## src/rtl/pqadc_pkg.sv

```systemverilog
// ----------------------------------------------------------------------------
// PQ ADC scorer package
// Payload types, stage records, codes and the saturating adder shared by the
// scorer modules.
// ----------------------------------------------------------------------------
`default_nettype none

package pqadc_pkg;

    // Field widths fixed by the interface.
    localparam int ID_W        = 24;
    localparam int SCORE_W     = 32;
    localparam int COUNT_W     = 24;
    localparam int GROUP_CNT_W = 6;
    localparam int TGROUP_W    = 5;
    localparam int CODE_W      = 8;
    localparam int CODE_EXT_W  = 12;
    localparam int CFG_INDEX_W = 2;
    localparam int CFG_DATA_W  = 32;

    localparam logic [COUNT_W-1:0]     COUNT_MAX     = '1;
    localparam logic [GROUP_CNT_W-1:0] GROUPS_RESET  = 6'd8;
    localparam logic [ID_W-1:0]        THRESH_RESET  = '0;

    // Configuration register indexes.
    localparam logic [CFG_INDEX_W-1:0] CFG_FILTER_THRESHOLD = 2'd0;
    localparam logic [CFG_INDEX_W-1:0] CFG_GROUPS_IN_USE    = 2'd1;

    // Input operation codes.
    typedef enum logic [1:0] {
        OP_WRITE = 2'd0,
        OP_BEGIN = 2'd1,
        OP_CODE  = 2'd2
    } pqadc_op_t;

    typedef struct packed {
        logic [1:0]                op;
        logic [TGROUP_W-1:0]       table_group;
        logic [CODE_W-1:0]         code;
        logic signed [SCORE_W-1:0] value;
        logic signed [SCORE_W-1:0] cluster_score;
        logic [ID_W-1:0]           point_id;
        logic                      new_cluster;
    } pqadc_in_t;

    typedef struct packed {
        logic [ID_W-1:0]           result_id;
        logic signed [SCORE_W-1:0] result_score;
        logic [COUNT_W-1:0]        accepted_count;
    } pqadc_out_t;

    // Front end to accumulator: one decoded transaction.
    typedef struct packed {
        logic                      is_begin;
        logic                      is_code;
        logic                      last;
        logic                      accepted;
        logic                      new_cluster;
        logic [ID_W-1:0]           point_id;
        logic signed [SCORE_W-1:0] bias;
        logic signed [SCORE_W-1:0] cluster_score;
    } pqadc_stage_t;

    // Accumulator to output stage: a finished point before the bias add.
    typedef struct packed {
        logic [ID_W-1:0]           point_id;
        logic signed [SCORE_W-1:0] score;
        logic signed [SCORE_W-1:0] bias;
        logic [COUNT_W-1:0]        count;
    } pqadc_fin_t;

    // Signed add that clips to the 32-bit range.
    function automatic logic signed [SCORE_W-1:0] sat_add(
        input logic signed [SCORE_W-1:0] a,
        input logic signed [SCORE_W-1:0] b
    );
        logic signed [SCORE_W:0]   sum;
        logic signed [SCORE_W-1:0] res;
        sum = {a[SCORE_W-1], a} + {b[SCORE_W-1], b};
        if (sum[SCORE_W] != sum[SCORE_W-1]) begin
            res = sum[SCORE_W] ? {1'b1, {(SCORE_W-1){1'b0}}} : {1'b0, {(SCORE_W-1){1'b1}}};
        end else begin
            res = sum[SCORE_W-1:0];
        end
        return res;
    endfunction

endpackage

`default_nettype wire

```

## src/rtl/pqadc_frontend.sv

```systemverilog
// ----------------------------------------------------------------------------
// PQ ADC scorer front end
// Holds the configuration registers and the point sequencer, decodes each
// input transaction into table writes, table reads and a stage record.
// ----------------------------------------------------------------------------
`default_nettype none

module pqadc_frontend #(
    parameter int MAX_GROUPS = 32,
    parameter int CODE_BITS  = 8,
    localparam int GROUP_BITS = (MAX_GROUPS > 1) ? $clog2(MAX_GROUPS) : 1,
    localparam int ADDR_W     = GROUP_BITS + CODE_BITS
) (
    input  wire logic                                  aclk,
    input  wire logic                                  aresetn,
    input  wire logic                                  advance,
    input  wire logic                                  s_valid,
    input  wire pqadc_pkg::pqadc_in_t                  s_data,
    input  wire logic                                  cfg_valid,
    output logic                                       cfg_ready,
    input  wire logic [pqadc_pkg::CFG_INDEX_W-1:0]     cfg_index,
    input  wire logic [pqadc_pkg::CFG_DATA_W-1:0]      cfg_data,
    output logic                                       mem_we,
    output logic [ADDR_W-1:0]                          mem_waddr,
    output logic [pqadc_pkg::SCORE_W-1:0]              mem_wdata,
    output logic                                       mem_re,
    output logic [ADDR_W-1:0]                          mem_raddr,
    output pqadc_pkg::pqadc_stage_t                    stage
);

    import pqadc_pkg::*;

    localparam logic [GROUP_CNT_W:0]   MAX_G     = (GROUP_CNT_W+1)'(MAX_GROUPS);
    localparam logic [GROUP_CNT_W-1:0] MAX_G_M1  = GROUP_CNT_W'(MAX_GROUPS - 1);
    localparam logic [GROUP_CNT_W:0]   ONE_G     = (GROUP_CNT_W+1)'(1);

    logic [ID_W-1:0]        threshold_reg;
    logic [GROUP_CNT_W-1:0] groups_reg;
    logic                   point_open_reg;
    logic                   point_open_next;
    logic [GROUP_CNT_W-1:0] group_cnt_reg;
    logic [GROUP_CNT_W-1:0] group_cnt_next;
    pqadc_stage_t           stage_reg;
    pqadc_stage_t           stage_next;

    logic                   accept;
    logic                   is_write;
    logic                   is_begin;
    logic                   is_code;
    logic [CODE_EXT_W-1:0]  code_ext;
    logic [CODE_BITS-1:0]   code_idx;
    logic [GROUP_CNT_W-1:0] tgroup_ext;
    logic                   tgroup_ok;
    logic [GROUP_CNT_W-1:0] group_idx;
    logic [GROUP_CNT_W-1:0] group_inc;
    logic [GROUP_CNT_W:0]   eff_groups;
    logic                   last_code;

    assign cfg_ready = 1'b1;

    // Configuration writes; unknown indexes are dropped.
    always_ff @(posedge aclk) begin
        if (!aresetn) begin
            threshold_reg <= THRESH_RESET;
            groups_reg    <= GROUPS_RESET;
        end else if (cfg_valid && cfg_ready) begin
            unique case (cfg_index)
                CFG_FILTER_THRESHOLD: threshold_reg <= cfg_data[ID_W-1:0];
                CFG_GROUPS_IN_USE:    groups_reg    <= cfg_data[GROUP_CNT_W-1:0];
                default: ;
            endcase
        end
    end

    // Transaction decode.
    assign accept   = s_valid && advance;
    assign is_write = accept && (s_data.op == OP_WRITE);
    assign is_begin = accept && (s_data.op == OP_BEGIN);
    assign is_code  = accept && (s_data.op == OP_CODE) && point_open_reg;

    // Table addressing: code bits above the row size are dropped.
    assign code_ext   = CODE_EXT_W'(s_data.code);
    assign code_idx   = code_ext[CODE_BITS-1:0];
    assign tgroup_ext = GROUP_CNT_W'(s_data.table_group);
    assign tgroup_ok  = ((GROUP_CNT_W+1)'(s_data.table_group) < MAX_G);
    assign group_idx  = ({1'b0, group_cnt_reg} >= MAX_G) ? MAX_G_M1 : group_cnt_reg;

    assign mem_we    = is_write && tgroup_ok;
    assign mem_waddr = {tgroup_ext[GROUP_BITS-1:0], code_idx};
    assign mem_wdata = s_data.value;
    assign mem_re    = is_code;
    assign mem_raddr = {group_idx[GROUP_BITS-1:0], code_idx};

    // End of point: the group count reaches the effective group count.
    always_comb begin
        if (groups_reg == '0) begin
            eff_groups = ONE_G;
        end else if ({1'b0, groups_reg} > MAX_G) begin
            eff_groups = MAX_G;
        end else begin
            eff_groups = {1'b0, groups_reg};
        end
    end

    assign group_inc = group_idx + GROUP_CNT_W'(1);
    assign last_code = ({1'b0, group_inc} >= eff_groups) || (group_inc == '0);

    // Point sequencer.
    always_comb begin
        point_open_next = point_open_reg;
        group_cnt_next  = group_cnt_reg;
        if (is_begin) begin
            point_open_next = 1'b1;
            group_cnt_next  = '0;
        end else if (is_code) begin
            point_open_next = !last_code;
            group_cnt_next  = last_code ? '0 : group_inc;
        end
    end

    // Stage record for the accumulator.
    always_comb begin
        stage_next.is_begin      = is_begin;
        stage_next.is_code       = is_code;
        stage_next.last          = last_code;
        stage_next.accepted      = (s_data.point_id >= threshold_reg);
        stage_next.new_cluster   = s_data.new_cluster;
        stage_next.point_id      = s_data.point_id;
        stage_next.bias          = s_data.value;
        stage_next.cluster_score = s_data.cluster_score;
    end

    always_ff @(posedge aclk) begin
        if (!aresetn) begin
            point_open_reg <= 1'b0;
            group_cnt_reg  <= '0;
            stage_reg      <= '0;
        end else if (advance) begin
            point_open_reg <= point_open_next;
            group_cnt_reg  <= group_cnt_next;
            stage_reg      <= stage_next;
        end
    end

    assign stage = stage_reg;

endmodule

`default_nettype wire

```

## config.mk

```make
export PLATFORM = sky130hd
export DESIGN_NAME = pqadc_frontend
export DESIGN_NICKNAME = d
export VERILOG_FILES = /design/src/rtl/pqadc_pkg.sv /design/src/rtl/pqadc_frontend.sv
export SDC_FILE = /design/constraint.sdc
export NUM_CORES = 1
export LEC_CHECK = 0
export BUFFER_PORTS_ARGS = -buffer_cell sky130_fd_sc_hd__clkbuf_2
export CAP_MARGIN = 10
export CORE_MARGIN = 8
export CORE_UTILIZATION = 47
export DETAILED_ROUTE_END_ITERATION = 16
export PLACE_DENSITY = 0.81
export SLEW_MARGIN = 20
export SYNTH_ARGS = -nofsm -noshare
export SYNTH_HDL_FRONTEND = slang
export SYNTH_SLANG_ARGS = --single-unit
```

## constraint.sdc

```tcl
create_clock -name aclk -period 2.6 [get_ports aclk]
set_input_delay 0.13 -clock aclk [delete_from_list [all_inputs] [get_ports aclk]]
set_output_delay 0.13 -clock aclk [all_outputs]
set_load 0.02 [all_outputs]
```

==> summary.txt <==
Status
  – Run status: finished, final reports clean

Synth
  – Combinational family with the most area after synthesis: simple AND/OR/NAND/NOR gates
  – Predominant post-synthesis flop cell: dfxtp_1
  – Synth warnings: 0
  – Avg Inst Size Synth: 9.78 um2
  – Yosys cell types: 49
  – Area of the mapped netlist: 6240 um2
  – Gate count of the mapped netlist: approximately 640
  – Syn nets: 811
  – Sequential element share of the synthesized area: 41.7%
  – Ys async rst share: 0%
  – Yosys reg bits: 130
  – Compound-cell area share of the yosys netlist: 7.98%
  – Post-synthesis xor/xnor area fraction: 0.401%
  – Mux cell area share after synthesis: between 10% and 20%
  – Number of synthesized flops with an enable pin: 0
  – Synth Area in Adders: 6.01%
  – Synth Area in Simple Gates: 17.9%

Timing
  – Final setup violation count: 0
  – Post-route clock period utilization: 93.8%
  – Peak Freq: 410 MHz
  – Max-slew headroom: 64.5%
  – WHS: 0.0175 ns
  – Max Slew Vio Count: 0
  – Worst-Margin Slew: 0.532 ns
  – Tmin final: roughly 2.4 ns
  – Endpoints failing hold: 0
  – Clk_skew: between 0.005 and 0.006 ns

Global routing
  – Global route overflow: 0
  – Gr usage total: 21.6%
  – Vias in the first global route: 5775
  – Initial antenna violation count: 4
  – First-pass GRT wire length: 30000 um
  – Largest net degree at the start of global routing: 69

Detailed routing
  – DR WL/cell: between 15 and 20 um
  – TritonRoute pass-1 iters: 4
  – Top layer in use: met4
  – Met2 wire len: 9940 um
  – DRC Markers: 0
  – Antenna Violating Nets Remaining: 0
  – Via count: about 5400
  – WL met3: 1280 um
  – DRT met1 WL: 7130 um
  – WL final: 19000 um
  – Vias per inst: 4.85
  – Starting DRC count in detailed routing: 200

Pwr
  – Sw frac: 26.7%
  – Switching power: 1430 uW
  – Power Density: around 610 nW/um2
  – Seq pwr share: about 40%
  – Leakage Power: 0.00419 uW
  – Clock group share of total power: 43.6%
  – Worst VDD drop: 0.492 mV
  – Combinational share of power: 16.2%
  – Int Pwr: 3920 uW

Clock network
  – Root Buffer: clkbuf_16
  – Max clock buf depth: 2
  – Clock transition at path regs: 0.06 ns
  – H-tree depth: 4
  – Post-CTS Setup Bufs: 0
  – Total CTS buffers: 17
  – Clk_lat worst skew: between 0.4 and 0.5 ns
  – CTS tree: yes
  – Clock sink count: 130

Die
  – CORE AREA: 13100 um2
  – Initial Util: a little under half
  – Die Span X: 131 um
  – Row count: 42
  – Die ar.: 17200 um2
  – Die H: 131 um
  – Top Ports: 297

Finish
  – Share of cells above drive strength 1: ~33%
  – Area Overhead vs Synth: 40.9%
  – Area occupied by multi-input gates: around 3000 um2
  – Storage element area: 2600 um2
  – Fillcell total: between 900 and 1000
  – Most common cell after layout, fill and taps aside: clkbuf_2
  – Nets: 1100
  – Commonest cells after routing, fill and taps aside: 251 x clkbuf_2, 130 x dfxtp_1, 98 x nor2b_1
  – Number of flip-flops in the largest register: 93
  – Layout Cells excl Fill: between 1000 and 1500

Worst setup path
  – Crit. End Element: flip-flop
  – Kind of critical path: reg -> reg
  – Data arrival, critical path: 2.77 ns
  – Critical path's top delay family: compound AO/OA/AOI/OAI gates
  – WP buf/inv: 0
  – CP Data Required Time: just under 3 ns
  – Worst path cell trace: or2_2, ha_2, xnor2_2, ha_1, a21oi_1, o21ai_2, o211ai_2, a21oi_4, o41ai_2
  – Critical Path Max Stage Delay: roughly 0.36 ns
  – Slowest-stage cell, CP: or2_2
  – Worst Setup Start Kind: flip-flop
  – Crit Path Max Fanout: 8

Place
  – DP Cell Count: 989
  – Routability Congestion: approximately 0.84
  – # port buffers: around 250
  – Hpwl dp: 11900 um

Flow run
  – Max-cap viol count: 0

Min path
  – HP Class: in -> reg
-- final timing paths --
path / cells after the start / start / end / slack, ns
setup reg to reg: 9 / group_cnt_reg[5] / group_cnt_reg[4] / 0.16
hold reg to reg: 2 / threshold_reg[4] / threshold_reg[4] / 0.45
setup / recovery: 9 / group_cnt_reg[5] / group_cnt_reg[4] / 0.16
hold / removal: 3 / s_data[24] / stage[87] / 0.02
-- through the flow --
step / util (%) / area (um2) / setup WS (ns) / setup TNS [ns] / total power (uW)
floorplan: - / 6240 / 0.240 / 0 / 2710
detailed placement: 55.3 / 7240 / 0.0890 / 0 / 2920
global placement: 55.3 / 7240 / 0.164 / 0 / 2900
finish: 67.2 / 8800 / 0.161 / 0 / 5350
CTS: 66.9 / 8760 / 0.0308 / 0 / 5360
global route: 67.2 / 8800 / -0.0224 / -0.0461 / 5560
-- cell type report --
class | count | share of cell area [%]
clock buffers | 18 | 4.99
repair buffers | 354 | 25.9
multi-input cells | 395 | 34.1
well taps | 176 | 2.50
diodes | 4 | 0.114
flip-flops and latches | 130 | 29.6
clock inverters | 14 | 1.58
inverters | 29 | 1.24
-- tightest hold or removal path: stages --
cell and delay, ns:
clkbuf_2 0.11, mux2i_1 0.07, nor2b_1 0.09
-- cells by family (layout without fill, tap and decap cells) --
family | count (synthesis) | in the layout
and+or+nand+nor | 200 | 200
DFF | 130 | 130
buffers and inverters | 113 | 415
muxes | 96 | 96
AOI/OAI and AO/OA | 66 | 66
adders and majority gates | 30 | 30
xor gates and xnor gates | 2 | 2
other | 1 | 5
-- power groups by stage --
stage / clock network [uW] / logic (uW) / registers (uW)
floorplan: 0 / 421 / 2290
global placement: 0 / 719 / 2180
detailed placement: 0 / 730 / 2190
CTS: 2370 / 847 / 2150
global route: 2470 / 927 / 2160
finish: 2330 / 865 / 2150
-- synth_stat cells (8+ instances only) --
master / count / area, um2
inv_1: 29 / 109
o21ai_0: 9 / 45.0
a21boi_0: 20 / 150
a21oi_1: 8 / 40.0
clkbuf_1: 14 / 52.6
buf_4: 58 / 435
nor2b_1: 98 / 613
ha_1: 30 / 375
nand2_1: 66 / 248
dfxtp_1: 130 / 2600
mux2i_1: 96 / 961
buf_2: 12 / 60.1
-- repair_timing --
| item | CTS | global route |
|---|---|---|
| endpoints found under the hold margin | 98 | 1 |
| resized for setup | 0 | 4 |
| endpoints found under the setup margin | 0 | 8 |
| hold buffers | 94 | 1 |
-- per-layer routing --
| metal | up-vias | GRT usage, % |
|---|---|---|
| met5 | - | 0 |
| met2 | 190 | 39.0 |
| met4 | 0 | 11.7 |
| met1 | 2521 | 21.2 |
| met3 | 55 | 7.77 |
| li1 | 2663 | - |
No activity file was read; power rests on OpenSTA's default activity.
