[src/rtl/pqadc_pkg.sv]
// ----------------------------------------------------------------------------
// PQ ADC scorer package
// Payload types, stage records, codes and the saturating adder shared by the
// scorer modules.
// ----------------------------------------------------------------------------
`default_nettype none

package pqadc_pkg;

    // Field widths fixed by the interface.
    localparam int ID_W        = 24;
    localparam int SCORE_W     = 32;
    localparam int COUNT_W     = 24;
    localparam int GROUP_CNT_W = 6;
    localparam int TGROUP_W    = 5;
    localparam int CODE_W      = 8;
    localparam int CODE_EXT_W  = 12;
    localparam int CFG_INDEX_W = 2;
    localparam int CFG_DATA_W  = 32;

    localparam logic [COUNT_W-1:0]     COUNT_MAX     = '1;
    localparam logic [GROUP_CNT_W-1:0] GROUPS_RESET  = 6'd8;
    localparam logic [ID_W-1:0]        THRESH_RESET  = '0;

    // Configuration register indexes.
    localparam logic [CFG_INDEX_W-1:0] CFG_FILTER_THRESHOLD = 2'd0;
    localparam logic [CFG_INDEX_W-1:0] CFG_GROUPS_IN_USE    = 2'd1;

    // Input operation codes.
    typedef enum logic [1:0] {
        OP_WRITE = 2'd0,
        OP_BEGIN = 2'd1,
        OP_CODE  = 2'd2
    } pqadc_op_t;

    typedef struct packed {
        logic [1:0]                op;
        logic [TGROUP_W-1:0]       table_group;
        logic [CODE_W-1:0]         code;
        logic signed [SCORE_W-1:0] value;
        logic signed [SCORE_W-1:0] cluster_score;
        logic [ID_W-1:0]           point_id;
        logic                      new_cluster;
    } pqadc_in_t;

    typedef struct packed {
        logic [ID_W-1:0]           result_id;
        logic signed [SCORE_W-1:0] result_score;
        logic [COUNT_W-1:0]        accepted_count;
    } pqadc_out_t;

    // Front end to accumulator: one decoded transaction.
    typedef struct packed {
        logic                      is_begin;
        logic                      is_code;
        logic                      last;
        logic                      accepted;
        logic                      new_cluster;
        logic [ID_W-1:0]           point_id;
        logic signed [SCORE_W-1:0] bias;
        logic signed [SCORE_W-1:0] cluster_score;
    } pqadc_stage_t;

    // Accumulator to output stage: a finished point before the bias add.
    typedef struct packed {
        logic [ID_W-1:0]           point_id;
        logic signed [SCORE_W-1:0] score;
        logic signed [SCORE_W-1:0] bias;
        logic [COUNT_W-1:0]        count;
    } pqadc_fin_t;

    // Signed add that clips to the 32-bit range.
    function automatic logic signed [SCORE_W-1:0] sat_add(
        input logic signed [SCORE_W-1:0] a,
        input logic signed [SCORE_W-1:0] b
    );
        logic signed [SCORE_W:0]   sum;
        logic signed [SCORE_W-1:0] res;
        sum = {a[SCORE_W-1], a} + {b[SCORE_W-1], b};
        if (sum[SCORE_W] != sum[SCORE_W-1]) begin
            res = sum[SCORE_W] ? {1'b1, {(SCORE_W-1){1'b0}}} : {1'b0, {(SCORE_W-1){1'b1}}};
        end else begin
            res = sum[SCORE_W-1:0];
        end
        return res;
    endfunction

endpackage

`default_nettype wire

[src/rtl/pqadc_out_stage.sv]
// ----------------------------------------------------------------------------
// PQ ADC scorer output stage
// Holding slot for a finished point, bias add and the result register.
// ----------------------------------------------------------------------------
`default_nettype none

module pqadc_out_stage (
    input  wire logic                   aclk,
    input  wire logic                   aresetn,
    input  wire logic                   fin_load,
    input  wire pqadc_pkg::pqadc_fin_t  fin,
    output logic                        full,
    output logic                        m_valid,
    input  wire logic                   m_ready,
    output pqadc_pkg::pqadc_out_t       m_data
);

    import pqadc_pkg::*;

    logic       fin_valid_reg;
    pqadc_fin_t fin_reg;
    logic       m_valid_reg;
    pqadc_out_t m_data_reg;
    pqadc_out_t m_data_next;
    logic       out_load;

    // The slot moves into the result register when that register frees up.
    assign out_load = fin_valid_reg && (!m_valid_reg || m_ready);
    assign full     = fin_valid_reg && m_valid_reg;

    always_comb begin
        m_data_next.result_id      = fin_reg.point_id;
        m_data_next.result_score   = sat_add(fin_reg.score, fin_reg.bias);
        m_data_next.accepted_count = fin_reg.count;
    end

    // Holding slot.
    always_ff @(posedge aclk) begin
        if (!aresetn) begin
            fin_valid_reg <= 1'b0;
        end else if (fin_load) begin
            fin_valid_reg <= 1'b1;
        end else if (out_load) begin
            fin_valid_reg <= 1'b0;
        end
    end

    always_ff @(posedge aclk) begin
        if (fin_load) begin
            fin_reg <= fin;
        end
    end

    // Result register.
    always_ff @(posedge aclk) begin
        if (!aresetn) begin
            m_valid_reg <= 1'b0;
        end else if (out_load) begin
            m_valid_reg <= 1'b1;
        end else if (m_ready) begin
            m_valid_reg <= 1'b0;
        end
    end

    always_ff @(posedge aclk) begin
        if (out_load) begin
            m_data_reg <= m_data_next;
        end
    end

    assign m_valid = m_valid_reg;
    assign m_data  = m_data_reg;

endmodule

`default_nettype wire

[config.mk]
export PLATFORM = sky130hd
export DESIGN_NAME = pqadc_out_stage
export DESIGN_NICKNAME = d
export VERILOG_FILES = /design/src/rtl/pqadc_pkg.sv /design/src/rtl/pqadc_out_stage.sv
export SDC_FILE = /design/constraint.sdc
export NUM_CORES = 1
export LEC_CHECK = 0
export ABC_CLOCK_PERIOD_IN_PS = 9700
export BUFFER_PORTS_ARGS = -buffer_cell sky130_fd_sc_hd__buf_4
export CORE_AREA = 10 10 157 159
export CTS_CLUSTER_DIAMETER = 40
export CTS_CLUSTER_SIZE = 16
export DETAILED_ROUTE_END_ITERATION = 10
export DIE_AREA = 0 0 167 169
export PLACE_DENSITY_LB_ADDON = 0.3
export SYNTH_ARGS = -nofsm -noshare
export SYNTH_HDL_FRONTEND = slang
export SYNTH_SLANG_ARGS = --single-unit
[constraint.sdc]
create_clock -name aclk -period 9.7 [get_ports aclk]
set_clock_uncertainty 0.05 [all_clocks]
set_input_delay 0.485 -clock aclk [delete_from_list [all_inputs] [get_ports aclk]]
set_output_delay 0.485 -clock aclk [all_outputs]
set_load 0.03 [all_outputs]
==> reports/metrics.cfg, run 1 <==
[cts]
clk_pin_slew_ps = 70
cts_made_buffers = 17
cts-resized-gates = 0
cts_max_level = 4
clk_latency_ps = 440
cts_num_sinks = 194
cts_root_buf = clkbuf_16
cts_hold_buf = 0
post-cts-setup-buffers = 0
cts_max_path_buffers = 2
cts_tree = done

[timing]
maxSlewHeadroom = 0.3302
hold_ws_ps = 169.3
period_share = 0.3792
max_freq_ghz = 0.2719
worst_pin_slew_ps = 1005
fin_crit_ps = 3678
hold_viol = 0
rsz0062_at_grt = no
finalSetupTns_ps = 0
slew_viol_final = 0
setup_violations = 0

[synth]
ys_top_cells_by_area = edfxtp_1 73%, ha_1 5.1%, a21oi_1 2.5%, o21ai_0 2.3%, xnor2_1 1.7%
synth_top_area_share = 0.7312
syn_area_um2 = 7885
synth_edf_count = 192
yosysSeqAreaShare = 0.7363
synth_largest_area_cell = edfxtp_1
yosys_warnings = 0
ys_ff_latch = 194
synthAdderAreaFrac = 0.05760
yosys-mux-area-fraction = 0
synth_xor_xnor_area_share = 0.03205
synth_top_family_by_area = compound AO/OA/AOI/OAI gates
syn_nets = 643
yosys.area_share.simple = 0.04776
synth_compound_area_frac = 0.1081
yosysUniqueCellTypes = 53
async_flop_share = 0
synthFlopType = edfxtp_1
syn_area_per_cell_um2 = 15.96
syn_inst = 494

[outcome]
status = completed

[critical_path]
arrival_ps = 3770
crit_required_ps = 9790
critical_path_class = flip-flop to flip-flop
cp_max_fo = 22
endpoint_kind = flip-flop
cp-start-kind = flip-flop

[power]
power_leakage_uw = 0.003941
power_density_nw_per_um2 = 209.6
peakVddDrop_mv = 0.09207
pwr-share-seq = 0.489
p_sw_frac = 0.2869
pwr-share-comb = 0.196
p_switching_uw = 614.8
p_int_uw = 1528
power_uw = 2143
clockPowerShare = 0.315

[finish]
finish.net_count = 847
final_cell_mix = 199 x buf_4, 192 x edfxtp_1, 39 x a21oi_1, 36 x o21ai_0, 32 x ha_1
layout_commonest_cell = buf_4
nFillCells = 1844
multi_input_area_um2 = 1943
diodes = 0
largest_register_ffs = 112
seq_area_um2 = 5806
syn2layout_area_growth_pct = 29.67
drive_gt1_frac = 0.3544

[routing]
num_vias = 4928
first_iter_violations = 327
antenna_left = 0
first_pass_iters = 4
drt-total-wl_um = 18920
drcViolationCount = 0
viasPerCell = 4.973
drt-wirelength-per-cell_um = 19.09

[run]
drv_cap = 0

[global_routing]
grt_first_pass_wirelength_um = 29000
grt_use_total = 0.1316
grt_max_degree = 81
grt_pass1_vias = 5093
grt-ovfl-total = 0
antenna_found_initial = 1

[min_path]
hold_path.class = input port to flip-flop

[placement]
routabilityCongestion = 0.8602
portBuffers = 197
hpwl_um = 14500

[die]
start_util = 0.3658
core.rowCount = 54
die_h_um = 169
die_area_um2 = 28220
die_w_um = 167
core_area_um2 = 21550
ios = 198

## final cells by class
type	count	area share
Inverter	16	0.005874
Timing Repair Buffer	199	0.1461
Clock buffer	18	0.04197
Sequential cell	194	0.5678
Clock inverter	14	0.01395
Tap cell	280	0.03426
Multi-Input combinational cell	270	0.1900
## synth_stat cells (2+ instances only)
cell and instances:
ha_1 32, nand4_1 6, a21boi_0 4, xor2_1 12, nor2b_1 3, a31o_2 2, a21oi_1 39, o21ai_0 36
o211ai_1 3, o21bai_1 7, a21oi_2 3, dfxtp_1 2, buf_4 3, o31ai_1 3, inv_1 16, o21a_1 3
clkbuf_1 5, nand3_1 8, a21o_1 8, a31oi_1 5, xnor2_1 15, nand2_1 23, nand2b_1 4, a211oi_1 3
o211ai_2 2, edfxtp_1 192, buf_2 4, nor3_1 6, maj3_2 3, and2_1 2, nor3b_1 2, nor2_1 17
## power by group through the flow
stage / logic [µW] / registers, µW / clock network, µW
after floorplan: 215 / 1120 / 0
after global placement: 411 / 1070 / 0
after detailed placement: 419 / 1070 / 0
after CTS: 421 / 1050 / 692
after global routing: 461 / 1050 / 728
final: 419 / 1050 / 675
## worst max-delay path, stage by stage, from the launching register on
cell and delay [ps]:
edfxtp_1 380, ha_1 240, inv_1 70, fa_1 190, nand2b_1 160, a21oi_2 90, o41ai_4 370, nor2_2 70
o31a_1 330, o311ai_2 310, nand4_1 230, a21oi_2 660, o21ai_0 230
## per-stage QoR
stage          std cells  utilization  setup WS (ps)  area [µm²]
2_1_floorplan        494            -           4964        7885
3_3_place_gp         959       0.4479           6151        9653
3_5_place_dp         959       0.4479           6018        9653
4_1_cts              991       0.4744           6000       10220
5_1_grt              991       0.4744           5598       10220
6_report             991       0.4744           6022       10220
## routing by layer
metal	share of wire	GRT usage	up-vias
met5	0.00058	0	-
met4	0.033	0.06567	2
met3	0.076	0.04585	36
met2	0.45	0.2028	212
met1	0.44	0.1613	2371
li1	-	-	2307
## cells by family after synthesis
kind of cell               Yosys count
AOI/OAI and AO/OA                  129
and+or+nand+nor                     77
xor gates and xnor gates            28
adders and majority gates           36
buffers and inverters               30
DFF                                194
## path summary, 6_finish.rpt
kind                            slack (ps)         from          end  depth (start not counted)
worst min register to register         370  fin_reg[15]   m_data[15]                          0
worst max-delay path                  6020  fin_reg[24]   m_data[47]                         12
worst max register to register        6020  fin_reg[24]   m_data[47]                         12
worst min-delay path                   170      fin[23]  fin_reg[23]                          1
Power figures use the tool's default switching activity.
==> run 2, diff against run 1 <==
Settings changed: ABC_CLOCK_PERIOD_IN_PS 9700 to 3500.
Clock period 9.7 ns to 3.5 ns, I/O delays scaled along.
==> run 2 against run 1 <==
  * Worst setup slack worse by 5700 ps
  * Combinational power rose to 3.1 times the previous value
  * Non-clock buffer count rose by 116
  * First-iteration DRC count fell by 15%
  * Register-to-register slack worse by 5700 ps
  * Sequential share of layout area shrank 6.0 points
  * Count of clock-buffer cells in the layout unchanged
  * Critical path type unchanged
  * Largest cell class unchanged
  * Largest power group unchanged
==> reports/metrics.cfg, run 2 (synthesis results as in run 1) <==
[critical_path]
arrival_ps = 3410  ; -360 ps
endpoint_kind = flip-flop
cp_max_fo = 28  ; +27%
crit_required_ps = 3700  ; -6090 ps
cp-start-kind = flip-flop
critical_path_class = flip-flop to flip-flop

[global_routing]
grt_use_total = 0.1338  ; +0.002207
grt-ovfl-total = 0  ; unchanged
grt_first_pass_wirelength_um = 29930  ; +3.2%
grt_pass1_vias = 5468  ; +7.4%
antenna_found_initial = 0  ; -1
grt_max_degree = 114  ; +41%

[routing]
wl_met3_um = 1235  ; -14%
num_vias = 5267  ; +6.9%
antenna_left = 0  ; unchanged
wl_met2_um = 8965  ; +4.6%
drcViolationCount = 0  ; unchanged
drt-total-wl_um = 19160  ; +1.3%
viasPerCell = 4.758  ; -4.3%
top_layer_used = met4
routedLengthMet1_um = 8534  ; +3.2%
drt-wirelength-per-cell_um = 17.31  ; -9.3%
first_iter_violations = 278  ; -15%
first_pass_iters = 4  ; unchanged

[timing]
setup_slack_ps = 284.7  ; -5737 ps
finalSetupTns_ps = 0  ; unchanged
max_freq_ghz = 0.3110  ; +14%
slew_viol_final = 0  ; unchanged
period_share = 0.9186  ; +0.5395
rsz0062_at_grt = no
setup_violations = 0  ; unchanged
hold_viol = 0  ; unchanged
worst_pin_slew_ps = 630.2  ; -374.5 ps
fin_crit_ps = 3215  ; -462.6 ps
maxSlewHeadroom = 0.5799  ; +0.2496

[finish]
final_cell_mix = 199 x buf_4, 192 x edfxtp_1, 113 x dlygate4sd3_1, 39 x a21oi_1, 36 x o21ai_0
finish.net_count = 963  ; +14%
layout_commonest_cell = buf_4
diodes = 0  ; unchanged
final_util = 0.5301  ; +0.05567
syn2layout_area_growth_pct = 44.89
drive_gt1_frac = 0.3083  ; -0.04609
fin_area_um2 = 11420  ; +12%
largest_register_ffs = 112  ; unchanged

[placement]
hpwl_um = 14160  ; -2.3%
routabilityCongestion = 0.8505  ; -1.1%
preCtsSetupSlack_ps = 149.5  ; -5869 ps
portBuffers = 197  ; unchanged
post_dp_cell_area_um2 = 9701  ; +0.49%

[cts]
cts_max_level = 4  ; unchanged
cts_tree = done
cts_made_buffers = 17  ; unchanged
cts_root_buf = clkbuf_16
cts_num_sinks = 194  ; unchanged
clk_pin_slew_ps = 70  ; about the same
post-cts-setup-buffers = 0  ; unchanged
cts_max_path_buffers = 2  ; unchanged
clk_latency_ps = 430  ; about the same

[die]
start_util = 0.3658  ; unchanged
die_area_um2 = 28220  ; unchanged
core_area_um2 = 21550  ; unchanged
die_h_um = 169  ; unchanged
ios = 198  ; unchanged
core.rowCount = 54  ; unchanged
die_w_um = 167  ; unchanged

[power]
power_density_nw_per_um2 = 530.1  ; +150%
peakVddDrop_mv = 0.3121  ; +240%
power_leakage_uw = 0.004439  ; +13%

[run]
drv_cap = 0  ; unchanged

[outcome]
status = completed

[min_path]
hold_path.class = input port to flip-flop

run 2: cell types whose count changed in the layout (fill, tap and decap cells not counted), sizes merged:
cell / previous run / this run
dlygate4sd3: 0 / 113
clkinv: 5 / 4
buf: 199 / 202
inv: 23 / 24
run 2: path summary, 6_finish.rpt:
path	from	endpoint	slack (ps)	cells after the start
setup reg to reg	fin_reg[28]	m_data[47]	280	10
hold / removal	m_ready	m_valid	60	3
setup / recovery	fin_reg[28]	m_data[47]	280	10
hold reg to reg	fin_reg[23]	m_data[23]	360	0
run 2: timing repair:
action,4_1_cts,5_1_grt
resized for setup,0,3
hold buffers,113,0
hold endpoints to repair,114,0
setup endpoints to repair,0,28
run 2: area by class of cell:
type	count	area, µm²
fill	1765	10130
sequential	194	5806
timing repair buffer	315	2676
multi-input combinational	270	1961
clock buffer	18	429.2
tap	280	350.3
clock inverter	14	142.6
inverter	16	60.06
run 2: through the flow:
stage	hold WS (ps)	cells	power (µW)
finish	63.19	1107	6056
detailed placement	304.3	962	4137
global route	66.72	1107	6350
global placement	303.8	962	4103
CTS	47.13	1107	6105
floorplan	223.9	494	3688
run 2: routing by layer:
layer / vias to the layer above / global-route usage
met2: 204 / 0.2149
met1: 2492 / 0.1705
li1: 2544 / -
met3: 27 / 0.03381
met5: - / 0
met4: 0 / 0.05193
run 2: report_power, final:
| part | switching, µW | total, µW | internal [µW] |
|---|---|---|---|
| sequential | 70.3 | 2900 | 2820 |
| clock | 910 | 1860 | 950 |
| combinational | 742 | 1300 | 560 |
| total | 1720 | 6060 | 4330 |
run 2: worst max-delay path: stages, from the launching register on:
cell and delay (ps):
edfxtp_1 400, ha_1 390, a21o_1 220, a31o_2 280, o21ai_2 160, a311oi_2 170, a21oi_2 290, o221ai_2 180
xnor2_2 360, nand3_4 310, o21ai_0 220
==> run 3, diff against run 2 <==
Settings changed: BUFFER_PORTS_ARGS -buffer_cell sky130_fd_sc_hd__buf_4 to -buffer_cell sky130_fd_sc_hd__buf_2, PLACE_DENSITY set to 0.61, PLACE_DENSITY_LB_ADDON 0.3 to not set, SLEW_MARGIN set to 20.
==> run 3 against run 2 <==
  * Worst hold slack improved by 11 ps
  * Largest power group unchanged
  * Maximum frequency is 1.1% lower
  * Sequential power hardly changed
==> reports/metrics.cfg, run 3 (synthesis results as in run 1) <==
[outcome]
status = completed

[global_routing]
busiest_layer = met2
grt_use_total = 0.1336  ; -0.0001689
grtUsageMet3 = 0.03358  ; -0.0002316
use_met2 = 0.2174  ; +0.002591
antenna_found_initial = 0  ; unchanged
grt_first_pass_wirelength_um = 30100  ; +0.57%
grt_max_degree = 63  ; -45%
grt_pass1_vias = 5505  ; +0.68%
use_met1 = 0.1708  ; +0.0002999
grt-ovfl-total = 0  ; unchanged

[timing]
rsz0062_at_grt = no
hold_viol = 0  ; unchanged
slew_viol_final = 0  ; unchanged
period_share = 0.9292  ; +0.01052
max_freq_ghz = 0.3075  ; -1.1%
finalSetupTns_ps = 0  ; unchanged
maxSlewHeadroom = 0.5672  ; -0.01273
hold_ws_ps = 73.84  ; +10.66 ps
worst_pin_slew_ps = 649.3  ; +19.10 ps
fin_crit_ps = 3252  ; +36.81 ps
setup_violations = 0  ; unchanged

[finish]
syn2layout_area_growth_pct = 39.02
nFillCells = 1812  ; +2.7%
instances_no_fill = 1109  ; +0.18%
final_cell_mix = 196 x buf_2, 192 x edfxtp_1, 113 x dlygate4sd3_1, 39 x a21oi_1, 36 x o21ai_0
layout_commonest_cell = buf_2
drive_gt1_frac = 0.3100  ; +0.001669
diodes = 0  ; unchanged
largest_register_ffs = 112  ; unchanged
finish.net_count = 965  ; +0.21%

[die]
core_area_um2 = 21550  ; unchanged
die_h_um = 169  ; unchanged
ios = 198  ; unchanged
die_w_um = 167  ; unchanged
core.rowCount = 54  ; unchanged
die_area_um2 = 28220  ; unchanged
start_util = 0.3658  ; unchanged

[routing]
first_iter_violations = 321  ; +15%
viasPerCell = 4.718  ; -0.84%
drcViolationCount = 0  ; unchanged
drt-wirelength-per-cell_um = 17.23  ; -0.46%
antenna_left = 0  ; unchanged
first_pass_iters = 4  ; unchanged
drt-total-wl_um = 19110  ; -0.28%
num_vias = 5232  ; -0.66%

[cts]
cts_max_path_buffers = 2  ; unchanged
cts_num_sinks = 194  ; unchanged
clk_pin_slew_ps = 80  ; about the same
cts_made_buffers = 17  ; unchanged
cts_max_level = 4  ; unchanged
cts_tree = done
clk_latency_ps = 420  ; about the same
cts_root_buf = clkbuf_16

[critical_path]
cp_max_fo = 3  ; -89%
critical_path_class = flip-flop to flip-flop
cp-start-kind = flip-flop
crit_chain = ha_1, inv_1, fa_1, nand2b_1, a21oi_2, o41ai_4, o21bai_1, a211oi_1, o41ai_1, buf_4, a21boi_0, xor2_1, o21ai_0
critPathLaunch = fin_reg[24]
critPathMaxStageDelay_ps = 420  ; +20 ps
worst-path-buf-inv = 2  ; +2
cp_top_family = compound AO/OA/AOI/OAI gates
arrival_ps = 3360  ; -50 ps
r2r-start = fin_reg[24]
endpoint_kind = flip-flop
slowest_stage = o41ai_1
crit_required_ps = 3600  ; -100 ps

[power]
power_density_nw_per_um2 = 547.6  ; +3.3%
peakVddDrop_mv = 0.3203  ; +2.6%
power_uw = 6003  ; -0.88%
power_leakage_uw = 0.004291  ; -3.3%

[min_path]
hold_path.startpoint = m_ready
hold_path.class = input port to flip-flop

[placement]
hpwl_um = 14210  ; +0.31%
portBuffers = 197  ; unchanged
dp.cells = 963  ; +0.10%
routabilityCongestion = 0.9029  ; +6.2%

[run]
drv_cap = 0  ; unchanged

==> run 3: cell count changes in the layout (fill, tap and decap cells not counted) <==
cell / delta
buf_12: -1
buf_2: +196
buf_4: -193
clkinv_8: +3
clkinvlp_4: -2
inv_6: -1
==> run 3: tightest hold or removal path: cells and delay by family <==
family,cells,cell delay [ps]
buf+inv,1,80
simple gates,1,70
compound gates,1,180
==> run 3: metal layers <==
metal  up-vias  routed length, µm
met4         0                335
met2       208               9047
li1       2553                  -
met3        21               1217
met1      2450               8505
met5         -                  0
==> run 3: final timing paths <==
path         cells after the start    endpoint  slack (ps)
max                             13  m_data[50]         250
min                              3     m_valid          70
max reg2reg                     13  m_data[50]         250
min reg2reg                      0  m_data[74]         360
==> run 3: area by class of cell <==
| type | count | area [µm²] | share of cell area |
|---|---|---|---|
| Tap cell | 280 | 350.3 | 0.03196 |
| Timing Repair Buffer | 317 | 2188 | 0.1996 |
| Sequential cell | 194 | 5806 | 0.5296 |
| Clock buffer | 18 | 429.2 | 0.03915 |
| Clock inverter | 14 | 167.7 | 0.01530 |
| Inverter | 16 | 60.06 | 0.005479 |
| Multi-Input combinational cell | 270 | 1961 | 0.1789 |
==> run 3: timing repair <==
action                     CTS  global route
hold endpoints to repair   114             0
setup endpoints to repair    0            28
setup buffers                0             1
resized for setup            0             3
hold buffers               113             0
==> run 3: power breakdown <==
part	internal (µW)	total, µW	switching [µW]
combinational	482	1220	738
clock	966	1890	926
sequential	2820	2890	66.6
==> run 3: through the flow <==
step	utilization	instance area (µm²)	worst slack [ps]
2_1_floorplan	-	7888	323.8
3_3_place_gp	0.4271	9205	246.6
3_5_place_dp	0.4271	9205	153.1
4_1_cts	0.5073	10930	91.41
5_1_grt	0.5086	10960	30.22
6_report	0.5086	10960	247.9
