## src/rtl/pqadc_pkg.sv

```systemverilog
// ----------------------------------------------------------------------------
// PQ ADC scorer package
// Payload types, stage records, codes and the saturating adder shared by the
// scorer modules.
// ----------------------------------------------------------------------------
`default_nettype none

package pqadc_pkg;

    // Field widths fixed by the interface.
    localparam int ID_W        = 24;
    localparam int SCORE_W     = 32;
    localparam int COUNT_W     = 24;
    localparam int GROUP_CNT_W = 6;
    localparam int TGROUP_W    = 5;
    localparam int CODE_W      = 8;
    localparam int CODE_EXT_W  = 12;
    localparam int CFG_INDEX_W = 2;
    localparam int CFG_DATA_W  = 32;

    localparam logic [COUNT_W-1:0]     COUNT_MAX     = '1;
    localparam logic [GROUP_CNT_W-1:0] GROUPS_RESET  = 6'd8;
    localparam logic [ID_W-1:0]        THRESH_RESET  = '0;

    // Configuration register indexes.
    localparam logic [CFG_INDEX_W-1:0] CFG_FILTER_THRESHOLD = 2'd0;
    localparam logic [CFG_INDEX_W-1:0] CFG_GROUPS_IN_USE    = 2'd1;

    // Input operation codes.
    typedef enum logic [1:0] {
        OP_WRITE = 2'd0,
        OP_BEGIN = 2'd1,
        OP_CODE  = 2'd2
    } pqadc_op_t;

    typedef struct packed {
        logic [1:0]                op;
        logic [TGROUP_W-1:0]       table_group;
        logic [CODE_W-1:0]         code;
        logic signed [SCORE_W-1:0] value;
        logic signed [SCORE_W-1:0] cluster_score;
        logic [ID_W-1:0]           point_id;
        logic                      new_cluster;
    } pqadc_in_t;

    typedef struct packed {
        logic [ID_W-1:0]           result_id;
        logic signed [SCORE_W-1:0] result_score;
        logic [COUNT_W-1:0]        accepted_count;
    } pqadc_out_t;

    // Front end to accumulator: one decoded transaction.
    typedef struct packed {
        logic                      is_begin;
        logic                      is_code;
        logic                      last;
        logic                      accepted;
        logic                      new_cluster;
        logic [ID_W-1:0]           point_id;
        logic signed [SCORE_W-1:0] bias;
        logic signed [SCORE_W-1:0] cluster_score;
    } pqadc_stage_t;

    // Accumulator to output stage: a finished point before the bias add.
    typedef struct packed {
        logic [ID_W-1:0]           point_id;
        logic signed [SCORE_W-1:0] score;
        logic signed [SCORE_W-1:0] bias;
        logic [COUNT_W-1:0]        count;
    } pqadc_fin_t;

    // Signed add that clips to the 32-bit range.
    function automatic logic signed [SCORE_W-1:0] sat_add(
        input logic signed [SCORE_W-1:0] a,
        input logic signed [SCORE_W-1:0] b
    );
        logic signed [SCORE_W:0]   sum;
        logic signed [SCORE_W-1:0] res;
        sum = {a[SCORE_W-1], a} + {b[SCORE_W-1], b};
        if (sum[SCORE_W] != sum[SCORE_W-1]) begin
            res = sum[SCORE_W] ? {1'b1, {(SCORE_W-1){1'b0}}} : {1'b0, {(SCORE_W-1){1'b1}}};
        end else begin
            res = sum[SCORE_W-1:0];
        end
        return res;
    endfunction

endpackage

`default_nettype wire

```

## src/rtl/pqadc_accum.sv

```systemverilog
// ----------------------------------------------------------------------------
// PQ ADC scorer accumulator
// Adds each group's table value to the running score and counts accepted
// points; hands a finished point to the output stage.
// ----------------------------------------------------------------------------
`default_nettype none

module pqadc_accum (
    input  wire logic                                  aclk,
    input  wire logic                                  aresetn,
    input  wire logic                                  advance,
    input  wire pqadc_pkg::pqadc_stage_t               stage,
    input  wire logic [pqadc_pkg::SCORE_W-1:0]         rdata,
    output logic                                       fin_load,
    output pqadc_pkg::pqadc_fin_t                      fin
);

    import pqadc_pkg::*;

    logic signed [SCORE_W-1:0] running_score_reg;
    logic signed [SCORE_W-1:0] bias_reg;
    logic [ID_W-1:0]           id_reg;
    logic                      accepted_reg;
    logic [COUNT_W-1:0]        count_reg;

    logic signed [SCORE_W-1:0] score_next;
    logic [COUNT_W-1:0]        count_next;

    // One saturating add per code and a saturating count increment.
    assign score_next = sat_add(running_score_reg, rdata);
    assign count_next = (count_reg == COUNT_MAX) ? count_reg : count_reg + COUNT_W'(1);

    assign fin_load = advance && stage.is_code && stage.last && accepted_reg;

    always_comb begin
        fin.point_id = id_reg;
        fin.score    = score_next;
        fin.bias     = bias_reg;
        fin.count    = count_next;
    end

    // Point state: loaded by a begin transaction, updated by each code.
    always_ff @(posedge aclk) begin
        if (!aresetn) begin
            running_score_reg <= '0;
            bias_reg          <= '0;
            id_reg            <= '0;
            accepted_reg      <= 1'b0;
            count_reg         <= '0;
        end else if (advance) begin
            if (stage.is_begin) begin
                running_score_reg <= stage.cluster_score;
                bias_reg          <= stage.bias;
                id_reg            <= stage.point_id;
                accepted_reg      <= stage.accepted;
                if (stage.new_cluster) begin
                    count_reg <= '0;
                end
            end else if (stage.is_code) begin
                running_score_reg <= score_next;
                if (fin_load) begin
                    count_reg <= count_next;
                end
            end
        end
    end

endmodule

`default_nettype wire

```

## config.mk

```make
export PLATFORM = sky130hd
export DESIGN_NAME = pqadc_accum
export DESIGN_NICKNAME = d
export VERILOG_FILES = /design/src/rtl/pqadc_pkg.sv /design/src/rtl/pqadc_accum.sv
export SDC_FILE = /design/constraint.sdc
export NUM_CORES = 1
export LEC_CHECK = 0
export BUFFER_PORTS_ARGS = -buffer_cell sky130_fd_sc_hd__buf_4
export CORE_MARGIN = 2
export CORE_UTILIZATION = 30
export CTS_CLUSTER_DIAMETER = 60
export DETAILED_ROUTE_END_ITERATION = 10
export GPL_TIMING_DRIVEN = 1
export REMOVE_ABC_BUFFERS = 1
export SYNTH_ARGS = -nofsm -noshare
export SYNTH_HDL_FRONTEND = slang
export SYNTH_SLANG_ARGS = --single-unit
export TNS_END_PERCENT = 5
```

## constraint.sdc

```tcl
create_clock -name aclk -period 8.5 [get_ports aclk]
set_input_delay 0.425 -clock aclk [delete_from_list [all_inputs] [get_ports aclk]]
set_output_delay 0.425 -clock aclk [all_outputs]
set_load 0.01 [all_outputs]
```

==> flow_metrics.tcl, run 1 <==
set metrics [dict create \
    drive_above_1_share_pct 25.8 \
    finalSetupViolations 0 \
    fin_ws_ns 4.18 \
    synth_compound_area_share_pct 25.5 \
    tightest_slew_ns 1.11 \
    power_density_nw_per_um2 199 \
    rsz0062_at_grt "no" \
    switching_share_pct 34.6 \
    drtIter0Drc 315 \
    clk_path_buf_depth 2 \
    synth_top_family_by_area "compound AO/OA/AOI/OAI gates" \
    post_cts_resized 0 \
    reg2reg_depth 10 \
    p_leak_nw 4.23 \
    rows 55 \
    pwr-share-clk_pct 38.5 \
    timing.rr.start "running_score_reg[2]" \
    drc_errors 0 \
    clockRootBuffer "clkbuf_16" \
    p_int_w 0.00123 \
    grt_remaining_overflow 0 \
    synthArstFlopShare_pct 0 \
    num_vias 7433 \
    grt_antenna_before_repair 0 \
    grt_pass1_vias 7175 \
    cp_data_arrival_time_ns 3.89 \
    place_congestion 0.907 \
    power_frac_seq_pct 30.4 \
    relSlewSlack_pct 25.7 \
    cts_tree "built" \
    dp_slack_ns 4.41 \
    worstPathRequired_ns 8.08 \
    ys_warn_count 0 \
    post-route-period-util_pct 50.8 \
    finalClockSkew_ns 0.0118 \
    crit_type "flip-flop to output pin" \
    final_common_cell "buf_4" \
    final_cell_mix "244 x buf_4, 177 x nand2_1, 141 x a21oi_1" \
    whs_ns 0.242 \
    clk-insertion-delay-late_ns 0.42 \
    dr.pass1.iters 4 \
    min_path_type "input pin to flip-flop" \
    grt_max_degree 72 \
    antenna_left 0 \
    ys_ff_latch 113 \
    synth_seq_area_share_pct 32.5 \
    finalMaxSlewViolations 0 \
    routed_via_density 5.14 \
    design_area_sq_um 9460 \
    io-pin-count 241 \
    holdBufCountCts 0 \
    io_buffer_count 240 \
    synth_area_per_cell_sq_um 7.34 \
    n_fill_cell 2395 \
    muxShareOfSynthArea_pct 0.683 \
    min_period_ns 4.32 \
    critPathCaptureType "output pin" \
    finalSetupTns_ns 0 \
    area_growth_syn_to_layout_pct 36.0 \
    synth_edf_count 0 \
    total_power_w 0.00188 \
    synthSimpleGateAreaFrac_pct 23.8 \
    hold_depth 3 \
    grt_pass1_wl_um 37100 \
    outcome "finished clean" \
    wl_per_cell_um 16.1 \
    maxCapViolations 0 \
    p_comb_share_pct 31.1 \
    dieArea_sq_um 24400 \
    hp-start "stage[55]" \
    path_clk_slew_ns 0.07 \
    hpwl_um 16800 \
    critPathMaxFanout 23 \
    cts_setup_buffers 0 \
    hold_violations 0 \
    ys.flop_type "dfxtp_1" \
    synth-xor-area-share_pct 6.56 \
    syn_area_sq_um 6960 \
    regToRegSetupSlack_ns 4.84 \
    nNetsFinal 1309 \
    routed_wirelength_um 23200 \
    synth_cell_type_count 66 \
    cp-start-kind "flip-flop" \
    clkSinkCount 113 \
    diodes 0 \
    placed_cell_area_sq_um 8880 \
    worstReg2RegEnd "running_score_reg[1]" \
    p_sw_w 0.000651 \
    numCtsBuffers 17 \
    die_w_um 156 \
    synthAdderAreaFrac_pct 6.22 \
    htree_levels 4 \
    coreArea_sq_um 22700 \
    max_freq_ghz 0.232 \
    initial_core_util_pct 30.6 \
    ir_drop_uv 103 \
    die_h_um 156 \
    grt_util_all_layers_pct 19.0 \
    hold_end "bias_reg[23]" \
    netlist_instances 948 \
]
==> critical path, stage by stage (launching register included) <==
cell     delay, ns
dfxtp_1       0.32
ha_1          0.34
o21ai_0       0.12
or3_1         0.38
and2_4        0.19
o41ai_4       0.52
a211o_2       0.36
mux2i_4       0.80
o21ba_2       0.27
buf_4         0.14
==> cell usage after synthesis (2+ instances only) <==
cell type    n  area share [%]
a211o_1      2            0.25
nand3b_1     5            0.54
a221oi_1     8             1.0
inv_1       11            0.59
o31a_1       2            0.25
a22oi_1     10             1.1
clkbuf_1    51             2.8
or2_2        3            0.27
o21ai_0     71             5.1
o22ai_1      2            0.18
o21bai_1     4            0.43
buf_2        7            0.50
or4_1        2            0.22
nand3_1     28             2.0
xnor2_1     29             3.7
buf_1        2            0.11
and4_1       4            0.50
nand2b_1     8            0.72
and3_1      17             1.5
buf_6        2            0.32
a21oi_1    141              10
or3_1        5            0.45
nand4_1      8            0.72
ha_1        33             5.9
nor2_1      89             4.8
nor2b_1      2            0.18
xor2_1      20             2.5
o21a_1       5            0.54
and2_1       5            0.45
o21ba_2      2            0.29
nand2_1    178             9.6
a211oi_1     9            0.97
o21ai_1      5            0.36
a31oi_1      6            0.54
dfxtp_1    113              33
a21o_1      14             1.5
nand4b_1     2            0.25
nor4_1       2            0.18
o211ai_1     6            0.65
nor3_1       9            0.65
==> area by class of cell <==
| cell class | count | area (sq um) | share of cell area [%] |
|---|---|---|---|
| repair buffers | 244 | 1830 | 19.4 |
| well taps | 285 | 357 | 3.77 |
| clock inverters | 15 | 159 | 1.68 |
| multi-input cells | 759 | 4380 | 46.3 |
| inverters | 12 | 45.0 | 0.476 |
| clock buffers | 17 | 425 | 4.50 |
| flip-flops and latches | 113 | 2260 | 23.9 |
==> how the worst max path moves through the flow <==
| stage | startpoint | to | slack (ns) | cells after the start |
|---|---|---|---|---|
| 3_3_place_gp | rdata[2] | fin[57] | 4.45 | 10 |
| 2_1_floorplan | rdata[2] | fin[57] | 5.13 | 8 |
| 3_5_place_dp | rdata[2] | fin[57] | 4.41 | 10 |
| 6_report | running_score_reg[2] | fin[57] | 4.18 | 9 |
| 5_1_grt | running_score_reg[0] | fin[61] | 3.94 | 12 |
| 4_1_cts | running_score_reg[2] | fin[57] | 4.17 | 9 |
==> logic make-up after synthesis <==
group / Yosys count
simple gates: 372
compound gates: 300
flops: 113
buf+inv: 76
xor+xnor: 50
fa+ha+maj: 34
mux: 3
==> routing by layer <==
| metal | global-route usage [%] | up-vias | share of wire [%] | wire (um) |
|---|---|---|---|---|
| met4 | 4.94 | 0 | 1.1 | 260 |
| li1 | - | 3711 | - | - |
| met3 | 7.23 | 19 | 9.2 | 2130 |
| met5 | 0 | - | 0 | 0 |
| met1 | 24.2 | 3459 | 44 | 10300 |
| met2 | 30.2 | 244 | 45 | 10500 |
==> power by group through the flow <==
stage / registers [W] / clock network (W) / logic, W
2_1_floorplan: 0.000586 / 0 / 0.000330
3_3_place_gp: 0.000582 / 0 / 0.000585
3_5_place_dp: 0.000583 / 0 / 0.000585
4_1_cts: 0.000572 / 0.000745 / 0.000588
5_1_grt: 0.000575 / 0.000767 / 0.000647
6_report: 0.000572 / 0.000724 / 0.000585
==> through the flow <==
stage	cells	utilization, %
floorplan	884	-
global placement	1413	39.1
detailed placement	1413	39.1
CTS	1445	41.7
global route	1445	41.7
finish	1445	41.7
Power figures use the tool's default switching activity.
==> inputs of run 2 (changes only) <==
Settings changed: ABC_AREA set to 1.
Clock period 8.5 ns to 3.6 ns, I/O delays scaled along.
==> flow_metrics.tcl, run 2 <==
set metrics [dict create \
    outcome "finished clean" \
    num_vias 8431 \
    final_util_pct 41.8 \
    total_power_w 0.00468 \
    synth_area_per_cell_sq_um 6.18 \
    synth_seq_area_share_pct 29.1 \
    max_freq_ghz 0.307 \
    multi_input_area_sq_um 4700 \
    rsz0062_at_grt "no" \
    final_cell_mix "383 x nand2_1, 249 x buf_4, 177 x nor2_1" \
    drive_above_1_share_pct 24.1 \
    synthArstFlopShare_pct 0 \
    pwr-share-clk_pct 37.5 \
    worstPathRequired_ns 3.42 \
    met1_usage_pct 24.4 \
    post-route-period-util_pct 90.4 \
    fin_ws_ns 0.346 \
    hpwl_um 19800 \
    grt_remaining_overflow 0 \
    wl_per_cell_um 14.0 \
    power_density_nw_per_um2 442 \
    power_frac_seq_pct 29.4 \
    min_path_type "input pin to flip-flop" \
    slowest_stage "fa_1" \
    ys.flop_type "dfxtp_1" \
    routed_wirelength_um 25700 \
    cp_data_arrival_time_ns 3.07 \
    antenna_left 0 \
    io-pin-count 241 \
    cts_tree "built" \
    n_fill_cell 2670 \
    grt_antenna_before_repair 1 \
    clkSinkCount 113 \
    synth_top_cell_area_share_pct 29.1 \
    p_comb_share_pct 33.1 \
    cp-start-kind "flip-flop" \
    initial_core_util_pct 30.7 \
    crit_path_max_incr_delay_ns 0.39 \
    final_common_cell "nand2_1" \
    synthTopCellsByArea "dfxtp_1 29%, nand2_1 18%, nor2_1 8.6%" \
    p_leak_nw 5.38 \
    drc_errors 0 \
    nNetsFinal 1656 \
    netlist_instances 1260 \
    synth_cell_type_count 33 \
    finalClockSkew_ns 0.0148 \
    critPathMaxFanout 27 \
    clockRootBuffer "clkbuf_16" \
    crit_chain "ha_1 -> inv_1 -> fa_1 -> inv_1 -> nand2_1 -> nand2_1 -> nand3_1 -> nand2_2 -> nand2_2 -> nand2_2 -> nand2_2 -> nand2_1 -> nand2_1 -> nand2_4 -> nand2_2 -> buf_4 -> a21oi_1 -> inv_1 -> buf_4" \
    grt_pass1_vias 7919 \
    numCtsBuffers 17 \
    io_buffer_count 240 \
    grt_util_met2_pct 29.7 \
    finalSetupViolations 0 \
    place_congestion 0.909 \
    switching_share_pct 35.6 \
    critPathCaptureType "output pin" \
    ys_ff_latch 113 \
    dr.pass1.iters 4 \
    synthTopCellsByCount "383 x nand2_1, 178 x nor2_1, 145 x inv_1" \
    rows 58 \
    path_clk_slew_ns 0.07 \
    grt_util_all_layers_pct 18.9 \
    tightest_slew_ns 0.976 \
    grt.met3_usage_pct 6.49 \
    clk_path_buf_depth 2 \
    ys_warn_count 0 \
    grt_max_degree 59 \
    syn_area_sq_um 7780 \
    p_sw_w 0.00167 \
    finalMaxSlewViolations 0 \
    coreArea_sq_um 25300 \
    regArea_sq_um 2260 \
    whs_ns 0.0128 \
    die_h_um 165 \
    cts_setup_buffers 0 \
    area_growth_syn_to_layout_pct 36.1 \
    relSlewSlack_pct 34.9 \
    maxCapViolations 0 \
    yosysMostFrequentCell "nand2_1" \
    busiest_layer "met2" \
    synth_area_leader_cell "dfxtp_1" \
    crit_type "flip-flop to output pin" \
    dieArea_sq_um 27200 \
    routed_via_density 4.59 \
    htree_levels 4 \
    drtIter0Drc 515 \
    min_period_ns 3.25 \
    ir_drop_uv 272 \
    die_w_um 165 \
    grt_pass1_wl_um 40200 \
    cp_common_cell "nand2_2" \
    dp_slack_ns 0.798 \
    p_int_w 0.00301 \
    hold_violations 0 \
    clk-insertion-delay-late_ns 0.43 \
    synth_edf_count 0 \
]
==> run 2: cells by family after synthesis <==
logic type      after synthesis  share of synthesized area (%)
simple gates                668                           36.4
buf+inv                     208                           10.6
compound gates              199                           14.1
flops                       113                           29.1
xor+xnor                     38                           4.28
fa+ha+maj                    34                           5.56
==> run 2: cell type report <==
class,count,share of cell area [%]
antenna,1,0.0236
clock buffer,18,4.05
clock inverter,14,1.62
inverter,160,5.70
multi-input combinational,939,44.4
sequential,113,21.4
tap,330,3.90
timing repair buffer,263,19.0
==> run 2: stage by stage <==
step           instance area [sq um]  setup TNS (ns)  instances
6_report                       10600               0       1838
5_1_grt                        10600               0       1838
4_1_cts                        10600               0       1837
3_5_place_dp                    9840               0       1791
3_3_place_gp                    9840               0       1791
2_1_floorplan                   7560          -13.59       1212
==> run 2: final timing paths <==
kind / start / cells past startpoint / slack [ns] / end
worst min register to register: running_score_reg[4] / 2 / 0.47 / running_score_reg[4]
worst min-delay path: stage[40] / 3 / 0.01 / bias_reg[8]
worst max-delay path: running_score_reg[0] / 19 / 0.35 / fin[86]
worst max register to register: running_score_reg[0] / 20 / 0.79 / running_score_reg[30]
==> run 2: what timing repair did <==
action | CTS | global route
hold buffers | 14 | 0
resized for setup | 0 | 1
endpoints found under the hold margin | 14 | 0
setup endpoints to repair | 0 | 1
==> run 2: per-layer routing <==
metal	routed length, um	vias up
met2	11500	244
met5	0	-
met3	1920	27
li1	-	4411
met4	598	0
met1	11700	3749
==> run 2: worst max-delay path, delay by kind of cell, from the launching register on <==
kind / cells / cell delay, ns
compound gates: 1 / 0.23
fa+ha+maj: 2 / 0.55
simple gates: 11 / 0.95
flops: 1 / 0.33
buf+inv: 5 / 0.60
==> run 2: power by group through the flow <==
| stage | logic [W] | clock network, W | registers, W |
|---|---|---|---|
| floorplan | 0.000886 | 0 | 0.00141 |
| global placement | 0.00153 | 0 | 0.00140 |
| detailed placement | 0.00154 | 0 | 0.00140 |
| CTS | 0.00156 | 0.00180 | 0.00138 |
| global route | 0.00172 | 0.00186 | 0.00138 |
| finish | 0.00155 | 0.00176 | 0.00138 |
==> inputs of run 3 (changes only) <==
Settings changed: CELL_PAD_IN_SITES_DETAIL_PLACEMENT set to 1, CELL_PAD_IN_SITES_GLOBAL_PLACEMENT set to 1, PLACE_DENSITY_LB_ADDON set to 0.1.
==> flow_metrics.tcl, run 3 (same netlist as run 2, synthesis figures left out) <==
set metrics [dict create \
    outcome "finished clean" \
    finalSetupTns_ns 0 \
    initial_core_util_pct 30.7 \
    max_freq_ghz 0.299 \
    ir_drop_uv 233 \
    post-route-period-util_pct 92.9 \
    drtIter0Drc 359 \
    total_power_w 0.00472 \
    dieArea_sq_um 27200 \
    place_congestion 0.844 \
    grt_pass1_wl_um 45600 \
    routed_via_density 4.61 \
    crit_type "flip-flop to output pin" \
    coreArea_sq_um 25300 \
    io_buffer_count 240 \
    fin_cells 1865 \
    hold_violations 0 \
    relSlewSlack_pct 36.7 \
    dp_cells 1794 \
    num_vias 8606 \
    grt_util_all_layers_pct 21.4 \
    grt_max_degree 59 \
    clk_path_buf_depth 2 \
    min_path_type "input pin to flip-flop" \
    finalClockSkew_ns 0.0127 \
    final_common_cell "nand2_1" \
    numCtsBuffers 17 \
    finalMaxSlewViolations 0 \
    power_density_nw_per_um2 435 \
    die_w_um 165 \
    io-pin-count 241 \
    rsz0062_at_grt "no" \
    critPathMaxFanout 24 \
    placed_cell_area_sq_um 9870 \
    cts_tree "built" \
    cp_data_arrival_time_ns 3.16 \
    n_fill_cell 3353 \
    drive_above_1_share_pct 23.9 \
    finalSetupViolations 0 \
    tightest_slew_ns 0.948 \
    area_growth_syn_to_layout_pct 39.4 \
    hpwl_um 22000 \
    maxCapViolations 0 \
    drc_errors 0 \
    rows 58 \
    min_period_ns 3.34 \
    nNetsFinal 1684 \
    htree_levels 4 \
    clk-insertion-delay-late_ns 0.42 \
    design_area_sq_um 10900 \
    clockRootBuffer "clkbuf_16" \
    critPathCaptureType "output pin" \
    clkSinkCount 113 \
    diodes 0 \
    routed_wirelength_um 29200 \
    antenna_left 0 \
    wl_per_cell_um 15.6 \
    fin_ws_ns 0.256 \
    grt_remaining_overflow 0 \
    cp-start-kind "flip-flop" \
    p_leak_nw 5.50 \
    die_h_um 165 \
    worstPathRequired_ns 3.42 \
    dr.pass1.iters 4 \
    dp_slack_ns 0.556 \
    grt_antenna_before_repair 0 \
    final_cell_mix "383 x nand2_1, 252 x buf_4, 177 x nor2_1" \
    grt_pass1_vias 8543 \
    path_clk_slew_ns 0.06 \
]
run 3: cell types whose count changed in the layout (fill, tap and decap cells not counted):
cell	previous run	this run
inv_8	3	5
clkinv_4	4	3
diode_2	1	0
bufinv_16	2	1
inv_6	4	5
nand2_2	18	17
buf_4	249	252
nand2_4	2	3
dlygate4sd3_1	14	39
clkbuf_1	1	0
run 3: final cells by class:
| class | instances | area (sq um) | share of cell area [%] |
|---|---|---|---|
| Timing Repair Buffer | 291 | 2280 | 21.0 |
| Clock inverter | 15 | 164 | 1.51 |
| Sequential cell | 113 | 2260 | 20.8 |
| Inverter | 160 | 603 | 5.56 |
| Tap cell | 330 | 413 | 3.81 |
| Clock buffer | 17 | 425 | 3.92 |
| Multi-Input combinational cell | 939 | 4700 | 43.3 |
run 3: timing repair:
| item | in CTS | in global routing |
|---|---|---|
| hold buffers | 39 | 0 |
| endpoints found under the hold margin | 39 | 0 |
| setup buffers | 0 | 0 |
| resized for setup | 0 | 2 |
| endpoints found under the setup margin | 0 | 31 |
run 3: power by group:
group	total [W]	switching, W	internal [W]
clock	0.00173	0.000746	0.000987
combinational	0.00161	0.000948	0.000664
sequential	0.00138	0.0000459	0.00133
run 3: worst max-delay path, cell delays in order, from the launching register on:
cell and delay (ns):
dfxtp_1 0.33, ha_1 0.17, inv_1 0.06, fa_1 0.39
inv_1 0.07, nand2_1 0.05, nand2_1 0.07, nand3_1 0.08
nand2_2 0.13, nand2_2 0.06, nand2_2 0.11, nand2_2 0.07
nand2_1 0.06, nand2_1 0.08, nand2_4 0.12, nor2_8 0.08
inv_4 0.27, buf_4 0.25, nand2_1 0.10, buf_4 0.15
run 3: worst paths after layout:
check / slack [ns] / from / cells past startpoint / endpoint
worst max-delay path: 0.26 / running_score_reg[0] / 19 / fin[74]
worst min-delay path: 0.02 / stage[61] / 3 / bias_reg[29]
worst max register to register: 0.70 / running_score_reg[0] / 20 / running_score_reg[1]
worst min register to register: 0.47 / running_score_reg[5] / 2 / running_score_reg[5]
run 3: stage by stage:
stage | hold slack (ns) | util (%)
floorplan | 0.316 | -
global placement | 0.430 | 39.0
detailed placement | 0.439 | 39.0
CTS | 0.000383 | 42.8
global route | 0.0128 | 42.8
finish | 0.0184 | 42.8
run 3: metal layers:
metal / vias to the layer above / global-route usage (%) / wire [um]
li1: 4469 / - / -
met1: 3932 / 28.5 / 13800
met2: 175 / 34.4 / 13200
met3: 30 / 5.72 / 1780
met4: 0 / 5.45 / 473
met5: - / 0 / 0
